<file path="src/hw/rtl/pcwc_pkg.sv">
// ----------------------------------------------------------------------------
// pcwc_pkg
// Types, register indexes and helpers shared by the charge window colorizer.
// ----------------------------------------------------------------------------
package pcwc_pkg;

  localparam int unsigned QUEUE_DEPTH = 4;
  localparam int unsigned QPTR_W      = 2;
  localparam int unsigned QCNT_W      = 3;
  localparam int unsigned NUM_W       = 44;
  localparam int unsigned DIV_CNT_W   = 6;
  localparam logic [19:0] ACC_MAX     = 20'hFFFFF;

  typedef enum logic [2:0] {
    REG_TIME_CENTER = 3'd0,
    REG_TIME_WIDTH  = 3'd1,
    REG_SHOW_MAX    = 3'd2,
    REG_MAX_VALUE   = 3'd3,
    REG_THRESHOLD   = 3'd4,
    REG_BAND_SCALE  = 3'd5,
    REG_LOW_COLOR   = 3'd6,
    REG_HIGH_COLOR  = 3'd7
  } reg_index_e;

  typedef enum logic [1:0] {
    BK_IDLE = 2'd0,
    BK_MUL  = 2'd1,
    BK_DIV  = 2'd2,
    BK_LERP = 2'd3
  } back_state_e;

  typedef struct packed {
    logic [9:0]  time_center;
    logic [9:0]  time_width;
    logic        show_max;
    logic [19:0] max_value;
    logic [19:0] threshold;
    logic [15:0] band_scale;
    logic [31:0] low_color;
    logic [31:0] high_color;
  } cfg_t;

  typedef struct packed {
    logic [7:0] col_offset;
    logic [6:0] row_index;
    logic [9:0] sample_value;
    logic [7:0] pad_index;
    logic [9:0] time_bin;
  } sample_t;

  typedef struct packed {
    logic [19:0] pad_result;
    logic [7:0]  pixel_col;
    logic [6:0]  pixel_row;
  } pix_job_t;

  typedef struct packed {
    logic [7:0]  alpha;
    logic [7:0]  blue;
    logic [7:0]  green;
    logic [7:0]  red;
    logic [15:0] mark_fraction;
    logic [19:0] pad_result;
    logic [7:0]  pixel_col;
    logic [6:0]  pixel_row;
  } pixel_t;

  // Reduce a value below 512 modulo m by shifted compare and subtract.
  function automatic logic [9:0] mod_wrap(input logic [9:0] v, input logic [10:0] m);
    logic [16:0] acc;
    logic [16:0] sh;
    acc = {7'd0, v};
    for (int k = 6; k >= 0; k--) begin
      sh = {6'd0, m} << k;
      if (acc >= sh) begin
        acc = acc - sh;
      end
    end
    return acc[9:0];
  endfunction

endpackage

</file>
<file path="src/hw/rtl/pad_charge_window_colorizer_top.sv">
// Flow: a pad's last sample is written into the pixel queue at its accepting edge;
//   the back part then pops it, multiplies, runs 44 restoring division steps and
//   interpolates into the output register once that register is free.
// Throughput: one sample per cycle while the four-entry pixel queue has room; the
//   serial band mark divider in the back part takes a new pixel only when done with the last.
// Reset: asynchronous, active low; clears the accumulator, queue and sequencer and
//   loads the register defaults. No clearing pass.
// ----------------------------------------------------------------------------
// pad_charge_window_colorizer_top
// Pad charge integration or maximum with threshold, color band mark and RGBA interpolation.
// ----------------------------------------------------------------------------
module pad_charge_window_colorizer_top #(
  parameter int unsigned IMAGE_WIDTH  = 256,
  parameter int unsigned IMAGE_HEIGHT = 128,
  parameter int unsigned ADC_BITS     = 10
) (
  input  logic        clk_i,
  input  logic        rst_ni,
  input  logic        cfg_we_i,
  input  logic [2:0]  cfg_addr_i,
  input  logic [31:0] cfg_wdata_i,
  input  logic        s_axis_tvalid,
  output logic        s_axis_tready,
  // time_bin[9:0], pad_index[17:10], sample_value[27:18], row_index[34:28],
  // col_offset[42:35], zero fill above
  input  logic [47:0] s_axis_tdata,
  input  logic        s_axis_tlast,
  output logic        m_axis_tvalid,
  input  logic        m_axis_tready,
  // pixel_row[6:0], pixel_col[14:7], pad_result[34:15], mark_fraction[50:35],
  // red[58:51], green[66:59], blue[74:67], alpha[82:75], zero fill above
  output logic [87:0] m_axis_tdata
);
  import pcwc_pkg::*;

  cfg_t       cfg_q;
  sample_t    sample;
  pix_job_t   push_job, pop_job;
  logic       q_push, q_pop, q_full, q_empty;
  pixel_t     pixel;

  always_ff @(posedge clk_i or negedge rst_ni) begin
    if (!rst_ni) begin
      cfg_q.time_center <= 10'd500;
      cfg_q.time_width  <= 10'd10;
      cfg_q.show_max    <= 1'b0;
      cfg_q.max_value   <= 20'd128;
      cfg_q.threshold   <= 20'd5;
      cfg_q.band_scale  <= 16'd256;
      cfg_q.low_color   <= 32'h0000_0000;
      cfg_q.high_color  <= 32'hFFFF_FFFF;
    end else if (cfg_we_i) begin
      unique case (reg_index_e'(cfg_addr_i))
        REG_TIME_CENTER: cfg_q.time_center <= cfg_wdata_i[9:0];
        REG_TIME_WIDTH:  cfg_q.time_width  <= cfg_wdata_i[9:0];
        REG_SHOW_MAX:    cfg_q.show_max    <= cfg_wdata_i[0];
        REG_MAX_VALUE:   cfg_q.max_value   <= cfg_wdata_i[19:0];
        REG_THRESHOLD:   cfg_q.threshold   <= cfg_wdata_i[19:0];
        REG_BAND_SCALE:  cfg_q.band_scale  <= cfg_wdata_i[15:0];
        REG_LOW_COLOR:   cfg_q.low_color   <= cfg_wdata_i;
        REG_HIGH_COLOR:  cfg_q.high_color  <= cfg_wdata_i;
        default: ;
      endcase
    end
  end

  assign sample = s_axis_tdata[42:0];

  pcwc_front #(
    .IMAGE_WIDTH (IMAGE_WIDTH),
    .IMAGE_HEIGHT(IMAGE_HEIGHT),
    .ADC_BITS    (ADC_BITS)
  ) u_front (
    .clk_i   (clk_i),
    .rst_ni  (rst_ni),
    .cfg_i   (cfg_q),
    .valid_i (s_axis_tvalid),
    .ready_o (s_axis_tready),
    .sample_i(sample),
    .last_i  (s_axis_tlast),
    .full_i  (q_full),
    .push_o  (q_push),
    .job_o   (push_job)
  );

  pcwc_queue u_queue (
    .clk_i  (clk_i),
    .rst_ni (rst_ni),
    .push_i (q_push),
    .wdata_i(push_job),
    .pop_i  (q_pop),
    .rdata_o(pop_job),
    .full_o (q_full),
    .empty_o(q_empty)
  );

  pcwc_back u_back (
    .clk_i  (clk_i),
    .rst_ni (rst_ni),
    .cfg_i  (cfg_q),
    .empty_i(q_empty),
    .job_i  (pop_job),
    .pop_o  (q_pop),
    .valid_o(m_axis_tvalid),
    .ready_i(m_axis_tready),
    .pixel_o(pixel)
  );

  assign m_axis_tdata = {5'd0, pixel};

endmodule

</file>
<file path="src/hw/rtl/pcwc_front.sv">
// ----------------------------------------------------------------------------
// pcwc_front
// Per-pad window integration or maximum, clamp and threshold; queues pixels.
// ----------------------------------------------------------------------------
module pcwc_front #(
  parameter int unsigned IMAGE_WIDTH  = 256,
  parameter int unsigned IMAGE_HEIGHT = 128,
  parameter int unsigned ADC_BITS     = 10
) (
  input  logic              clk_i,
  input  logic              rst_ni,
  input  pcwc_pkg::cfg_t    cfg_i,
  input  logic              valid_i,
  output logic              ready_o,
  input  pcwc_pkg::sample_t sample_i,
  input  logic              last_i,
  input  logic              full_i,
  output logic              push_o,
  output pcwc_pkg::pix_job_t job_o
);
  import pcwc_pkg::*;

  localparam logic [9:0] ADC_MASK = (ADC_BITS >= 10) ? 10'h3FF : 10'((1 << ADC_BITS) - 1);

  logic [19:0]        acc_q, acc_d, acc_new;
  logic [9:0]         val;
  logic signed [11:0] lo_t, hi_t, t_s;
  logic               in_win, border, halve;
  logic [9:0]         add;
  logic [20:0]        sum;
  logic [19:0]        res;
  logic               take;
  logic [9:0]         col_sum;
  logic [9:0]         col_wrap;
  logic [9:0]         row_wrap;

  assign ready_o = ~full_i;
  assign take    = valid_i & ready_o;
  assign val     = sample_i.sample_value & ADC_MASK;

  assign t_s    = $signed({2'b00, sample_i.time_bin});
  assign lo_t   = $signed({2'b00, cfg_i.time_center}) - $signed({3'b000, cfg_i.time_width[9:1]});
  assign hi_t   = $signed({2'b00, cfg_i.time_center}) + $signed({3'b000, cfg_i.time_width[9:1]});
  assign halve  = ~cfg_i.time_width[0];
  assign in_win = (t_s >= lo_t) && (t_s <= hi_t);
  assign border = (t_s == lo_t) || (t_s == hi_t);
  assign add    = (halve && border) ? {1'b0, val[9:1]} : val;
  assign sum    = {1'b0, acc_q} + {11'd0, add};

  always_comb begin
    acc_new = acc_q;
    if (cfg_i.show_max) begin
      if ({10'd0, val} > acc_q) begin
        acc_new = {10'd0, val};
      end
    end else if (in_win) begin
      acc_new = sum[20] ? ACC_MAX : sum[19:0];
    end
  end

  assign res   = (acc_new < cfg_i.max_value) ? acc_new : cfg_i.max_value;
  assign acc_d = take ? (last_i ? 20'd0 : acc_new) : acc_q;

  always_ff @(posedge clk_i or negedge rst_ni) begin
    if (!rst_ni) begin
      acc_q <= 20'd0;
    end else begin
      acc_q <= acc_d;
    end
  end

  assign col_sum  = {2'b00, sample_i.pad_index} + {2'b00, sample_i.col_offset};
  assign col_wrap = mod_wrap(col_sum, 11'(IMAGE_WIDTH));
  assign row_wrap = mod_wrap({3'b000, sample_i.row_index}, 11'(IMAGE_HEIGHT));

  assign push_o           = take & last_i & (res > cfg_i.threshold);
  assign job_o.pad_result = res;
  assign job_o.pixel_col  = col_wrap[7:0];
  assign job_o.pixel_row  = row_wrap[6:0];

endmodule

</file>
<file path="src/hw/rtl/pcwc_queue.sv">
// ----------------------------------------------------------------------------
// pcwc_queue
// Short pixel job queue between the front and back parts.
// ----------------------------------------------------------------------------
module pcwc_queue (
  input  logic               clk_i,
  input  logic               rst_ni,
  input  logic               push_i,
  input  pcwc_pkg::pix_job_t wdata_i,
  input  logic               pop_i,
  output pcwc_pkg::pix_job_t rdata_o,
  output logic               full_o,
  output logic               empty_o
);
  import pcwc_pkg::*;

  pix_job_t          mem_q [QUEUE_DEPTH];
  logic [QPTR_W-1:0] wptr_q, wptr_d, rptr_q, rptr_d;
  logic [QCNT_W-1:0] cnt_q, cnt_d;
  logic              do_push, do_pop;

  assign full_o  = (cnt_q == QCNT_W'(QUEUE_DEPTH));
  assign empty_o = (cnt_q == '0);
  assign do_push = push_i & ~full_o;
  assign do_pop  = pop_i & ~empty_o;
  assign rdata_o = mem_q[rptr_q];

  always_comb begin
    wptr_d = do_push ? wptr_q + 1'b1 : wptr_q;
    rptr_d = do_pop ? rptr_q + 1'b1 : rptr_q;
    cnt_d  = cnt_q + QCNT_W'(do_push) - QCNT_W'(do_pop);
  end

  always_ff @(posedge clk_i or negedge rst_ni) begin
    if (!rst_ni) begin
      wptr_q <= '0;
      rptr_q <= '0;
      cnt_q  <= '0;
    end else begin
      wptr_q <= wptr_d;
      rptr_q <= rptr_d;
      cnt_q  <= cnt_d;
    end
  end

  always_ff @(posedge clk_i) begin
    if (do_push) begin
      mem_q[wptr_q] <= wdata_i;
    end
  end

`ifndef SYNTHESIS
  a_cnt_bound: assert property (@(posedge clk_i) disable iff (!rst_ni)
    cnt_q <= QCNT_W'(QUEUE_DEPTH)) else $error("queue count beyond depth");
  a_push_grow: assert property (@(posedge clk_i) disable iff (!rst_ni)
    (do_push && !do_pop) |=> cnt_q == $past(cnt_q) + 1'b1) else $error("push lost");
  a_ptr_gap: assert property (@(posedge clk_i) disable iff (!rst_ni)
    (cnt_q != '0 && cnt_q != QCNT_W'(QUEUE_DEPTH)) |-> wptr_q != rptr_q)
    else $error("pointers disagree with count");
`endif

endmodule

</file>
<file path="src/hw/rtl/pcwc_back.sv">
// ----------------------------------------------------------------------------
// pcwc_back
// Band mark by serial division and RGBA interpolation into the output stage.
// ----------------------------------------------------------------------------
module pcwc_back (
  input  logic                clk_i,
  input  logic                rst_ni,
  input  pcwc_pkg::cfg_t      cfg_i,
  input  logic                empty_i,
  input  pcwc_pkg::pix_job_t  job_i,
  output logic                pop_o,
  output logic                valid_o,
  input  logic                ready_i,
  output pcwc_pkg::pixel_t    pixel_o
);
  import pcwc_pkg::*;

  back_state_e          state_q, state_d;
  pix_job_t             job_q;
  logic [19:0]          diff_q, den_q;
  logic [NUM_W-1:0]     num_q;
  logic [19:0]          rem_q;
  logic [15:0]          quo_q;
  logic [DIV_CNT_W-1:0] cnt_q;
  logic                 out_valid_q;
  pixel_t               out_q;
  logic [21:0]          trial;
  logic                 load_out;
  logic [15:0]          mark;
  logic [35:0]          prod;

  function automatic logic [7:0] lerp8(input logic [7:0] lo, input logic [7:0] hi,
                                       input logic [15:0] m);
    logic signed [8:0]  d;
    logic signed [16:0] mm;
    logic signed [25:0] p;
    logic [10:0]        s;
    d  = $signed({1'b0, hi}) - $signed({1'b0, lo});
    mm = $signed({1'b0, m});
    p  = d * mm;
    s  = {3'b000, lo} + {p[25], p[25:16]};
    return s[7:0];
  endfunction

  assign trial = {1'b0, rem_q, num_q[NUM_W-1]} - {2'b00, den_q};
  assign prod  = diff_q * cfg_i.band_scale;
  assign mark  = (den_q == 20'd0) ? 16'd0 : quo_q;

  always_comb begin
    state_d  = state_q;
    pop_o    = 1'b0;
    load_out = 1'b0;
    unique case (state_q)
      BK_IDLE: begin
        if (!empty_i) begin
          pop_o   = 1'b1;
          state_d = BK_MUL;
        end
      end
      BK_MUL: state_d = BK_DIV;
      BK_DIV: begin
        if (cnt_q == DIV_CNT_W'(NUM_W - 1)) begin
          state_d = BK_LERP;
        end
      end
      BK_LERP: begin
        if (!out_valid_q || ready_i) begin
          load_out = 1'b1;
          state_d  = BK_IDLE;
        end
      end
      default: state_d = BK_IDLE;
    endcase
  end

  always_ff @(posedge clk_i or negedge rst_ni) begin
    if (!rst_ni) begin
      state_q     <= BK_IDLE;
      out_valid_q <= 1'b0;
      cnt_q       <= '0;
    end else begin
      state_q <= state_d;
      if (load_out) begin
        out_valid_q <= 1'b1;
      end else if (ready_i) begin
        out_valid_q <= 1'b0;
      end
      if (state_q == BK_DIV) begin
        cnt_q <= cnt_q + 1'b1;
      end else begin
        cnt_q <= '0;
      end
    end
  end

  always_ff @(posedge clk_i) begin
    unique case (state_q)
      BK_IDLE: begin
        job_q  <= job_i;
        diff_q <= job_i.pad_result - cfg_i.threshold;
        den_q  <= cfg_i.max_value - cfg_i.threshold;
      end
      BK_MUL: begin
        num_q <= {prod, 8'd0};
        rem_q <= '0;
        quo_q <= '0;
      end
      BK_DIV: begin
        num_q <= {num_q[NUM_W-2:0], 1'b0};
        if (!trial[21]) begin
          rem_q <= trial[19:0];
          quo_q <= {quo_q[14:0], 1'b1};
        end else begin
          rem_q <= {rem_q[18:0], num_q[NUM_W-1]};
          quo_q <= {quo_q[14:0], 1'b0};
        end
      end
      BK_LERP: begin
        if (load_out) begin
          out_q.pixel_row     <= job_q.pixel_row;
          out_q.pixel_col     <= job_q.pixel_col;
          out_q.pad_result    <= job_q.pad_result;
          out_q.mark_fraction <= mark;
          out_q.red   <= lerp8(cfg_i.low_color[31:24], cfg_i.high_color[31:24], mark);
          out_q.green <= lerp8(cfg_i.low_color[23:16], cfg_i.high_color[23:16], mark);
          out_q.blue  <= lerp8(cfg_i.low_color[15:8], cfg_i.high_color[15:8], mark);
          out_q.alpha <= lerp8(cfg_i.low_color[7:0], cfg_i.high_color[7:0], mark);
        end
      end
      default: ;
    endcase
  end

  assign valid_o = out_valid_q;
  assign pixel_o = out_q;

endmodule

</file>
<file path="config.mk">
export PLATFORM = sky130hd
export DESIGN_NAME = pad_charge_window_colorizer_top
export DESIGN_NICKNAME = d
export VERILOG_FILES = /design/src/hw/rtl/pcwc_pkg.sv /design/src/hw/rtl/pad_charge_window_colorizer_top.sv /design/src/hw/rtl/pcwc_front.sv /design/src/hw/rtl/pcwc_queue.sv /design/src/hw/rtl/pcwc_back.sv
export SDC_FILE = /design/constraint.sdc
export NUM_CORES = 2
export LEC_CHECK = 0
export BUFFER_PORTS_ARGS = -buffer_cell sky130_fd_sc_hd__buf_2
export CORE_ASPECT_RATIO = 0.75
export CORE_UTILIZATION = 50
export CTS_BUF_LIST = sky130_fd_sc_hd__clkbuf_8
export CTS_CLUSTER_DIAMETER = 120
export DETAILED_ROUTE_END_ITERATION = 16
export GPL_TIMING_DRIVEN = 0
export PLACE_DENSITY = 0.76
export SYNTH_ARGS = -nofsm -noshare
export SYNTH_HDL_FRONTEND = slang
export SYNTH_SLANG_ARGS = --single-unit
</file>
<file path="constraint.sdc">
create_clock -name clk_i -period 11.8 [get_ports clk_i]
set_input_delay 2.36 -clock clk_i [delete_from_list [all_inputs] [get_ports clk_i]]
set_output_delay 2.36 -clock clk_i [all_outputs]
set_load 0.05 [all_outputs]
</file>
### Word level (Yosys, flattened, before mapping)

Memories as Yosys holds them, arrays and structs flattened.
Index checks and enable logic that the tools add are counted.

| operators by class | value |
|---|---|
| multiply operators | 5 |
| reduce and logical (&&, ||, !) cells | 21 |
| equality and inequality tests | 17 |
| $lt $le $gt $ge | 7 |
| muxes and demuxes | 28 |
| $add $sub $neg | 22 |
| bitwise operators | 8 |

Operators by type and width:

| kind | count |
|---|---|
| two-way mux 20 bit | 7 |
| multiplier 9 x 17 -> 24 bit | 4 |
| case mux 44 bit (2 select lines) | 1 |
| case mux 20 bit (2 select lines) | 1 |
| subtractor 20 bit | 2 |
| multiplier 20 x 16 -> 36 bit | 1 |
| subtractor 8 x 8 -> 9 bit | 4 |
| adder 8 bit | 4 |
| case mux 16 bit (2 select lines) | 1 |
| == test 11 x 12 -> 1 bit | 2 |
| subtractor 21 x 20 -> 22 bit | 1 |
| adder 20 x 10 -> 21 bit | 1 |
| greater-than comparator 10 x 20 -> 1 bit | 1 |
| greater-than comparator 20 bit | 1 |
| logical NOT 20 bit | 1 |
| < comparator 20 bit | 1 |
| AND reduction 2 bit | 9 |
| greater-or-equal comparator 17 x 9 -> 1 bit, second input constant | 1 |
| two-way mux 17 bit | 1 |
| two-way mux 16 bit | 1 |
| == test 3 bit, second input constant | 5 |
| greater-or-equal comparator 11 x 12 -> 1 bit | 1 |
| less-or-equal comparator 11 x 12 -> 1 bit | 1 |
| adder 10 x 9 -> 11 bit | 1 |
| other kinds (31) | 55 |

| storage, ports and cells | value |
|---|---|
| RAM bits | 140 |
| flip-flop bits (word level) | 415 |
| output and inout port bits | 90 |
| logic and storage cells | 140 |
| bits of input ports | 89 |
| memories kept | 1 |

Memory list:

| name | depth | width | read ports | clocked after memory_dff | write ports | RTL line | source |
|---|---|---|---|---|---|---|---|
| u_queue.mem_q | 4 | 35 | 1 | 0 | 1 | pcwc_queue.sv:17 | `pix_job_t mem_q [QUEUE_DEPTH];` |

### Depth between registers and ports, before layout

| logic depth | value |
|---|---|
| depth in word-level cells | 16 |
| mapped depth | 58 |
| gate-level depth less buffers | 56 |

### Modules after synthesis

From an unflattened synthesis, not the netlist that was laid out.

| unflattened totals | value |
|---|---|
| cells, all modules | 5314 |
| area total of the unflattened synthesis | 56205.2 sq um |

By module, submodules not included:

| module | cells each | seq. area each (sq um) | area each (sq um) | times used |
|---|---|---|---|---|
| pcwc_back | 4088 | 7131.8 | 39524.2 | 1 |
| pad_charge_window_colorizer_top | 313 | 3583.4 | 5804.3 | 1 |
| pcwc_queue | 224 | 4379.2 | 5572.8 | 1 |
| pcwc_front | 689 | 500.5 | 5303.8 | 1 |

### Worst setup path after synthesis

No wires, ideal clock.

| timing path | value |
|---|---|
| path kind | input-to-reg |
| start | input port s_axis_tdata[6] |
| end | memory u_queue.mem_q[0][0] (netlist name), enable pin |
| path slack | 1.410 ns |
| path buffers | 2 |
| data required time | 11.380 ns |
| setup time | 0.420 ns |
| stages | 39 |
| data arrival time | 9.970 ns |
| path through | ha_1 > nand2_1 > nor4_1 > a32oi_1 > nor2_1 > buf_1 > mux2_2 > ha_1 > a21oi_1 > o21bai_1 > a2111oi_1 > o31ai_1 > a21bo_2 > nor2b_4 > nand4_1 > mux2_2 > ha_1 > a21o_1 > (+3 left out) > o21ai_0 > o211ai_1 > a31oi_1 > o21a_1 > a31oi_2 > buf_6 > mux2_1 > ha_1 > a21o_1 > a21o_1 > a21o_1 > a21o_1 > a21oi_1 > nor2b_1 > o21ai_0 > nand2_1 > a31o_2 > and2_1 |

RTL lines:

| element | RTL line | source |
|---|---|---|
| start, declared | pad_charge_window_colorizer_top.sv:26 | `input logic [47:0] s_axis_tdata,` |
| end, declared | pcwc_queue.sv:17 |  |

### Final worst setup path

| timing path | value |
|---|---|
| start | register u_back.den_q[2] |
| end | register u_back.out_q (netlist bit u_back.pixel_o[58]), data pin |

| between the ends | value |
|---|---|
| cells in the longest elaborated chain, start to end | 4 |

Ends and longest elaborated chain:

| element | RTL line | source |
|---|---|---|
| start, declared | pcwc_back.sv:20 | `logic [19:0] diff_q, den_q;` |
| start signal, assigned | pcwc_back.sv:101 | `den_q <= cfg_i.max_value - cfg_i.threshold;` |
| logical NOT 20 bit | pcwc_back.sv:47 | `assign mark = (den_q == 20'd0) ? 16'd0 : quo_q;` |
| two-way mux 16 bit | pcwc_back.sv:47 |  |
| named net u_back.mark[1] | pcwc_back.sv:29 | `logic [15:0] mark;` |
| multiplier 9 x 17 -> 24 bit | pcwc_back.sv:40 | `p = d * mm;` |
| adder 8 bit | pcwc_back.sv:41 | `s = {3'b000, lo} + {p[25], p[25:16]};` |
| end, declared | pcwc_back.sv:26 | `pixel_t out_q;` |

The timed path passes the listed nets, and every way through them passes these cells.
A chain may end at the register's enable or synchronous reset.

==> impl_metrics.toml <==
[worst_setup_path]
worst_path_most_repeated_cell = "fa_1"
worst-endpoint-arrival_ns = 11.96
cp_slowest_stage_delay_ns = 0.99
cp_num_cells = 30
r2r_start = "u_back.den_q[2]"
endpoint_required_time_on_the_critical_path_ns = 12.32
cp-start-kind = "flip-flop"
slowest_stage_cell_crit_path = "clkbuf_1"
worstPathMaxFanout = 10
worst-path-buf-inv = 7
cpLargestDelayFamily = "adder cells"
path_class = "reg -> reg"
timing.rr.end = "u_back.pixel_o[58]"
worstRegToRegCells = 30
worstSetupStartpoint = "u_back.den_q[2]"
end_kind = "flip-flop"
worst-r2r-setup-slack_ns = 0.36

[grt]
first_pass_grt_wire_length_um = 236200
first_global_vias = 40995
grt_antenna_before_repair = 10
grt_start_max_net_pins = 106
grtUsageTotal_pct = 28.13
remaining_overflow_grt = 0

[floorplan]
die_h_um = 289.0
die_area_mm2 = 0.1112
fp.dieW_um = 384.7
core_area_mm2 = 0.1081
boundaryPins = 179
start_util_pct = 50.79
row_count = 104

[drt]
routed_via_density = 5.644
remaining_drc_errors = 0
post_drt_wl_per_cell_um = 21.65
finalWirelength_um = 153100
drt_pre_antenna_iters = 8
vias = 39919
detail-route-antenna-nets = 0
drc_violation_total_after_the_first_tritonroute_iteration = 3544

[power]
power.clock.fraction_pct = 11.2
report.power.total_mw = 16.49
power.leakage_nw = 27.83
switching_share_pct = 49.55
p_int_mw = 8.322
power.density_cell_area_mw_per_mm2 = 275.6
proportion_of_power_drawn_by_combinational_gates_pct = 73.2
sequential_cell_fraction_of_total_power_pct = 15.6
vdd_ir_drop_max_uv = 755.6
net-switching-power_mw = 8.172

[logic_synthesis]
synth-seq-cells = 547
synth_warnings = 0
post-synth-top-area-cell = "fa_1"
synthCells = 5290
yosys_most_used_dff = "edfxtp_1"
ys_top_cells_by_area = "fa_1 24%, edfxtp_1 20%, ha_1 13%"
mappedNetlistArea_mm2 = 0.05492
synth_top_cell_area_share_pct = 23.99
yosysSeqAreaShare_pct = 28.40
netlist-cell-type-count = 87
synth-edff-count = 370
postSynth.asyncResetShare_pct = 32.36
synthesis.area_per_instance_um2 = 10.38

[clock_tree]
clockBufferDepth = 3
clkSinkCount = 547
numCtsBuffers = 91
cts.clk_slew.worst_paths_ns = 0.06
deepest_level_of_the_cts_h_tree = 3
cts_tree = "done"
count_of_hold_buffers_inserted_by_post_cts_repair = 0
ctsRootBufferMaster = "clkbuf_8"
clk_latency_ns = 0.81

[place]
placement.io_buffers = 166
place.detailed.hpwl_um = 119600
placement.setup.worst_slack_ns = -0.4109
finalWeightedCongestion = 1.027

[finish]
design.final.nets = 6868
layout.cells.most_common_list = "906 x inv_1, 661 x nand2_1, 658 x fa_1, 560 x ha_1, 370 x edfxtp_1"
flip_flop_and_latch_area_mm2 = 0.01560
layout_commonest_cell = "inv_1"
area_delta_synth_final_pct = 8.951
area_used_by_multi_input_combinational_logic_mm2 = 0.03530
drive_above_1_share_pct = 10.80
fillCellCount = 9180

[sta]
clock-skew-final_ns = 0.04643
grt_setup_unrepaired = "false"
timing.final.crit_share_pct = 96.93
postLayoutSetupSlackWorst_ns = 0.3620
finalSetupViolations = 0
fmaxAchievable_mhz = 87.43
slew_at_the_pin_with_the_worst_max_slew_slack_ns = 1.352
post-route-min-period_ns = 11.44
final_hold_viol_count = 0
timing_max_transition_violations_final = 0
max_slew_margin_pct = 9.334

[min_path]
worst_hold_path_type = "reg -> reg"
min_delay_worst_endpoint = "u_back.pixel_o[24]"
hp-start = "u_back.job_q[24]"
holdPathStages = 0

[job]
timing.max_cap.violations = 0

[outcome]
status = "completed"
## sequential cells by signal, summed over array words and instances (netlist names), 3 cells and up
signal,cells
u_back.diff_q,20
u_queue.cnt_q,3
u_back.quo_q,16
cfg_q,141
u_queue.mem_q,140
u_back.num_q,36
u_back.cnt_q,6
u_back.pixel_o,83
u_back.den_q,20
u_back.rem_q,20
u_back.job_q,35
u_front.acc_q,20
## how the worst max path moves through the flow
stage / end / slack (ns)
floorplan: u_queue.mem_q[0][0] / 1.41
detailed placement: u_queue.mem_q[2][8] / -0.41
CTS: u_queue.mem_q[2][4] / 0.08
global placement: u_queue.mem_q[2][1] / -0.89
finish: u_back.pixel_o[58] / 0.36
global route: u_queue.cnt_q[1] / 0.02
## layout make-up
cell class                 instances  area share, %
antenna                            3        0.01255
inverter                         882          5.533
sequential                       547          26.06
timing repair buffer             174          1.736
buffer                           199          1.355
multi-input combinational       3665          58.99
clock buffer                     106          2.438
clock inverter                    66         0.8803
tap                             1431          2.992
## repair_timing
action                                  in CTS  in global routing
resized for setup                            2                 19
setup buffers                                0                  0
endpoints found under the setup margin     138                145
pin swaps                                    0                  1
## layer usage
metal	up-vias	global-route usage [%]	routed length, um
met3	334	9.064	19060
met4	8	8.641	5077
met2	1939	40.22	62680
li1	17709	-	-
met5	-	0	49
met1	19929	40.56	66290
## stage by stage
step / util [%] / TNS, ns / instances / hold slack (ns) / instance area, um2
floorplan: - / 0 / 5294 / 0.4003 / 54940
global placement: 53.23 / -120.96 / 6891 / 0.4021 / 57560
detailed placement: 53.44 / -38.19 / 6899 / 0.4045 / 57780
CTS: 55.28 / 0 / 7071 / 0.4158 / 59780
global route: 55.33 / 0 / 7071 / 0.4179 / 59830
finish: 55.34 / 0 / 7073 / 0.4170 / 59840
## power groups by stage
stage	combinational (mW)	clock (mW)	sequential [mW]
2_1_floorplan	8.82	0	2.54
5_1_grt	13.5	1.96	2.59
4_1_cts	12.0	1.87	2.57
3_5_place_dp	11.9	0	2.60
3_3_place_gp	11.6	0	2.59
6_report	12.1	1.84	2.57
## synthesized netlist by cell type (8+ instances only)
master and count:
a211o_1 8, a211oi_1 17, a21o_1 66, a21oi_1 139
a22o_1 21, a31oi_1 12, and2_1 153, and3_1 25
and4_1 9, buf_1 13, buf_4 8, clkbuf_1 171
dfrtp_1 133, dfstp_2 44, edfxtp_1 370, fa_1 658
ha_1 561, inv_1 882, mux2_1 19, mux2_2 136
mux2i_1 25, mux4_2 35, nand2_1 662, nand2b_1 85
nand3_1 31, nand4_1 24, nor2_1 301, nor2b_1 44
nor3_1 44, nor4_1 16, o21a_1 37, o21ai_0 130
o21bai_1 42, o31ai_1 11, or2_2 27, or3_1 8
xnor2_1 152, xor2_1 54
## kinds of logic (layout without fill, tap and decap cells)
logic type / Yosys count / after routing / synth area share [%]
compound gates: 560 / 560 / 6.750
buf+inv: 1082 / 1427 / 7.502
fa+ha+maj: 1219 / 1219 / 36.77
mux: 215 / 215 / 5.069
flops: 547 / 547 / 28.40
xor+xnor: 206 / 206 / 3.285
other cells: 1 / 8 / 0.006828
simple gates: 1460 / 1460 / 12.22
Power figures use the tool's default switching activity.
